## config.mk

```make
export PLATFORM = sky130hd
export DESIGN_NAME = tcl_scan
export DESIGN_NICKNAME = d
export VERILOG_FILES = /design/src/hdl/tcl_pkg.sv /design/src/hdl/tcl_scan.sv
export SDC_FILE = /design/constraint.sdc
export NUM_CORES = 1
export LEC_CHECK = 0
export ABC_CLOCK_PERIOD_IN_PS = 36400
export BUFFER_PORTS_ARGS = -buffer_cell sky130_fd_sc_hd__buf_4
export CORE_ASPECT_RATIO = 1.75
export CORE_MARGIN = 8
export CORE_UTILIZATION = 40
export DETAILED_ROUTE_END_ITERATION = 10
export PLACE_DENSITY = 0.69
export SYNTH_ARGS = -nofsm -noshare
export SYNTH_HDL_FRONTEND = slang
export SYNTH_SLANG_ARGS = --single-unit
```

## constraint.sdc

```tcl
create_clock -name clk -period 36.4 [get_ports clk]
set_input_delay 7.28 -clock clk [delete_from_list [all_inputs] [get_ports clk]]
set_output_delay 7.28 -clock clk [all_outputs]
set_load 0.01 [all_outputs]
```

## src/hdl/tcl_pkg.sv

```systemverilog
// ----------------------------------------------------------------------------
// tcl_pkg: shared types for the tile cache LRU table
// Entry layout, sequencer states and scan unit control.
// ----------------------------------------------------------------------------
`default_nettype none

package tcl_pkg;

	localparam int ZOOM_W = 5;
	localparam int COORD_W = 20;
	localparam int WORD_W = 32;
	localparam int SLOT_W = 6;

	typedef enum logic {
		OP_LOOKUP = 1'b0,
		OP_INSERT = 1'b1
	} op_t;

	// one stored tile entry (valid bit kept apart, in flops)
	typedef struct packed {
		logic               empty;
		logic [ZOOM_W-1:0]  zoom;
		logic [COORD_W-1:0] col;
		logic [COORD_W-1:0] row;
		logic [WORD_W-1:0]  buffer;
		logic [WORD_W-1:0]  last_use;
	} entry_t;

	typedef enum logic [1:0] {
		ST_IDLE,
		ST_SCAN,
		ST_LAST,
		ST_FINISH
	} state_t;

	typedef struct packed {
		logic clr;  // restart accumulators for a new item
		logic vld;  // read data of one entry present this cycle
	} scan_ctl_t;

endpackage : tcl_pkg

`default_nettype wire

```

## src/hdl/tcl_scan.sv

```systemverilog
// ----------------------------------------------------------------------------
// tcl_scan: shared tag compare and oldest-time select unit
// Looks at one entry per cycle; keeps first match and eviction candidate.
// ----------------------------------------------------------------------------
`default_nettype none

module tcl_scan
	import tcl_pkg::*;
#(
	parameter int ENTRIES = 48
) (
	input  wire logic                       clk,
	input  wire logic                       arst_n,
	input  wire scan_ctl_t                  ctl,
	input  wire logic [$clog2(ENTRIES)-1:0] idx,
	input  wire logic                       ent_vld,
	input  wire entry_t                     ent,
	input  wire logic [ZOOM_W-1:0]          zoom,
	input  wire logic [COORD_W-1:0]         col,
	input  wire logic [COORD_W-1:0]         row,
	output logic                            found,
	output logic [$clog2(ENTRIES)-1:0]      match_idx,
	output entry_t                          match_ent,
	output logic [$clog2(ENTRIES)-1:0]      vict_idx,
	output logic [WORD_W-1:0]               vict_buf
);

	localparam int IW = $clog2(ENTRIES);

	logic              found_q;
	logic              inv_q;
	logic [IW-1:0]     midx_q;
	entry_t            ment_q;
	logic [IW-1:0]     vidx_q;
	logic [WORD_W-1:0] vbuf_q;
	logic [WORD_W-1:0] best_q;
	logic              tag_eq;
	logic              older;

	assign tag_eq = ent_vld && (ent.zoom == zoom) && (ent.col == col) && (ent.row == row);
	// entry 0 always seeds the candidate, so an all-maximum table picks it
	assign older  = (idx == '0) || (ent.last_use < best_q);

	always_ff @(posedge clk or negedge arst_n) begin
		if (!arst_n) begin
			found_q <= 1'b0;
			inv_q   <= 1'b0;
		end else if (ctl.clr) begin
			found_q <= 1'b0;
			inv_q   <= 1'b0;
		end else if (ctl.vld) begin
			if (tag_eq && !found_q) begin
				found_q <= 1'b1;
			end
			if (!ent_vld && !inv_q) begin
				inv_q <= 1'b1;
			end
		end
	end

	always_ff @(posedge clk) begin
		if (ctl.clr) begin
			best_q <= '1;
			vidx_q <= '0;
			vbuf_q <= '0;
		end else if (ctl.vld) begin
			if (tag_eq && !found_q) begin
				midx_q <= idx;
				ment_q <= ent;
			end
			if (!inv_q) begin
				if (!ent_vld) begin
					vidx_q <= idx;
					vbuf_q <= '0;
				end else if (older) begin
					vidx_q <= idx;
					vbuf_q <= ent.buffer;
					best_q <= ent.last_use;
				end
			end
		end
	end

	assign found     = found_q;
	assign match_idx = midx_q;
	assign match_ent = ment_q;
	assign vict_idx  = vidx_q;
	assign vict_buf  = vbuf_q;

endmodule : tcl_scan

`default_nettype wire

```

==> metrics.txt <==
Layout area overhead 42.6%; number of synthesized register bits 188; compound-cell area share of the yosys netlist 0.147; CTS max path bufs 2; R2R setup slack 32.92 ns; Setup TNS 0 ns; Placer Congestion 0.866; hold path startpoint vict_buf[27]; CTS resizes 0; Cell Rows 66; Inst Count DP 1052; syn nets 709; final worst setup slack 26.27 ns; Storage cell area 4930 um^2; startpoint types input port; launching point of the worst reg2reg path best_q[1]; clk_skew 0.0140 ns; hold worst-path end vict_buf[27]; WL/cell 20.7 um; vias in the first global route 5673; synthesized area 7500 um^2; Hold WS 0.477 ns; number of max-cap violations 0; Synth Area in XOR/XNOR 0.0526; fraction of layout cells with a size suffix above 1 0.467; clk slew on worst S/H paths 0.07 ns; Synth Flop Type edfxtp_1; overall die width 120 um; reg2reg end vict_buf[28]; TritonCTS Buffers 17; DRC viols 0; Post-CTS Hold Fix Bufs 0; Routed Antenna Nets 0; worst skew pair latency 0.42 ns; Post-synth EDFFs 116; DIE AREA 23600 um^2; simple logic cell fraction of the synthesized area 0.0392; postcts setup bufs 0; Adder-Cell Fraction of Synth Area 0.0517; VDD IR max 33.9 uV; Yosys top cell by area edfxtp_1; Worst Path Required 36.76 ns; multiplexer share of the synthesized area 0.00801; largest cells by area after synthesis edfxtp_1, dfxtp_1, ha_1, a311o_1, a22o_1; Yosys warning count 0; worst-margin pin slew 0.919 ns; fin cells 1084; Port Buffers 320; Max transition margin 0.388; Static Leak 4.65 nW; Reg2Reg Depth 10; critical path arrival 10.49 ns; setup violators final 0; fin crit period 10.13 ns; post-synthesis sequential area ratio 0.658; Final HPWL DP 17500 um; largest family of logic cells by synthesized area compound AO/OA/AOI/OAI gates; final max-slew violation count 0; worst-path maximum fanout 41; hold path cells 1; Ports 321; TritonRoute pass-1 iters 4; GRT Total Usage 0.185; Power Dens Cells 44.8 nW/um^2; initial core utilization 0.405; final-layout fill cell count 1546; Final Util 0.578; footprint of the multi-input gates 2260 um^2; Syn Inst Count 512; Final period util 0.278; Root Buffer clkbuf_16; height of the chip 197 um; nets@finish 1030; via count 5411; Post-Place Setup Slack 25.83 ns; CTS tree done; CP endpoint kind register; Final Hold Fails 0; via/cell ratio 4.99; global-route wire length before repair 33300 um; Antenna diodes 0; core area 18500 um^2; pin count of the biggest net entering global routing 66; post-synth top area share 0.464; syn_area_per_cell 14.6 um^2; initial antenna violation count 0; Peak Freq 0.0987 GHz; Yosys cell types 41; Setup CP Type input port to register; RSZ-0062 raised after global routing no; Post-Route WL 22500 um; Clock Sinks 188; outcome finished, final reports clean; Hold Path Class register to register; Synth async-reset ratio 0.0106; remaining global-route overflow 0; 1st-iter DRT viols 256; H-tree depth 4
-- metrics by stage --
stage / power [mW] / cell area (um^2)
after floorplan: 0.267 / 7500
after global placement: 0.291 / 10100
after detailed placement: 0.292 / 10100
after CTS: 0.485 / 10700
after global routing: 0.498 / 10700
final: 0.479 / 10700
-- cell families after synthesis --
kind of cell    Yosys count
compound gates          126
xor+xnor                 45
fa+ha+maj                31
buf+inv                  60
flops                   188
mux                       6
simple gates             56
-- critical path, stage by stage --
cell	delay, ns
buf_4	0.13
ha_1	0.32
a2111oi_4	0.31
a2111oi_2	0.10
o311a_4	0.39
o21ai_4	0.59
buf_4	0.57
and3b_1	0.23
buf_4	0.33
a22o_1	0.21
-- worst max-delay path by stage --
stage,startpoint,end,slack [ns],depth (start not counted)
after floorplan,row[4],match_ent[0],16.51,4
after global placement,ent[1],vict_buf[21],25.89,10
after detailed placement,ent[1],vict_buf[1],25.83,10
after CTS,ent[1],vict_buf[28],26.29,10
after global routing,ent[1],vict_buf[24],26.10,10
final,ent[1],vict_buf[28],26.27,10
-- flip-flops by register name (all words and copies together) (netlist names) --
register and flops:
inv_q 1, match_idx 6, match_ent 110, found 1
vict_buf 32, best_q 32, vict_idx 6
-- where the power goes --
| group | internal (mW) | switching, mW |
|---|---|---|
| logic | 0.0280 | 0.0269 |
| clock network | 0.109 | 0.0827 |
| registers | 0.230 | 0.00199 |
| total | 0.367 | 0.112 |
-- placed cells by master (no fill, tap or decap), types with 20 or more instances in the layout --
cell       synthesis  layout
a22o_1            32      32
ha_1              31      31
xor2_1            23      23
clkbuf_16          0      20
a311o_1           31      31
buf_4              2     327
xnor2_1           22      22
a21oi_2           28      28
inv_1             35      35
dfxtp_1           70      70
edfxtp_1         116     116
-- routing by layer --
metal / wire length (um) / vias up / track usage / part of all wire
met5: 0 / - / 0 / 0
met4: 680 / 0 / 0.0879 / 0.030
met3: 1500 / 32 / 0.0558 / 0.067
met2: 11800 / 203 / 0.328 / 0.53
met1: 8450 / 2602 / 0.196 / 0.38
li1: - / 2574 / - / -
-- cell usage after synthesis, types with 6 or more instances --
library cell / instances
nor4_1: 10
xnor2_1: 22
a21oi_2: 28
buf_2: 7
inv_1: 35
clkbuf_1: 8
nand4_1: 11
a21oi_1: 16
a22o_1: 32
xor2_1: 23
mux2i_1: 6
ha_1: 31
a311o_1: 31
nand2_1: 14
dfxtp_1: 70
nor2_1: 12
edfxtp_1: 116
-- area by class of cell --
| class | instances | area share |
|---|---|---|
| Clock buffer | 21 | 0.0471 |
| Sequential cell | 188 | 0.461 |
| Inverter | 35 | 0.0123 |
| Clock inverter | 11 | 0.0108 |
| Tap cell | 238 | 0.0278 |
| Timing Repair Buffer | 327 | 0.230 |
| Multi-Input combinational cell | 264 | 0.211 |
(Power assumes the default switching activity.)
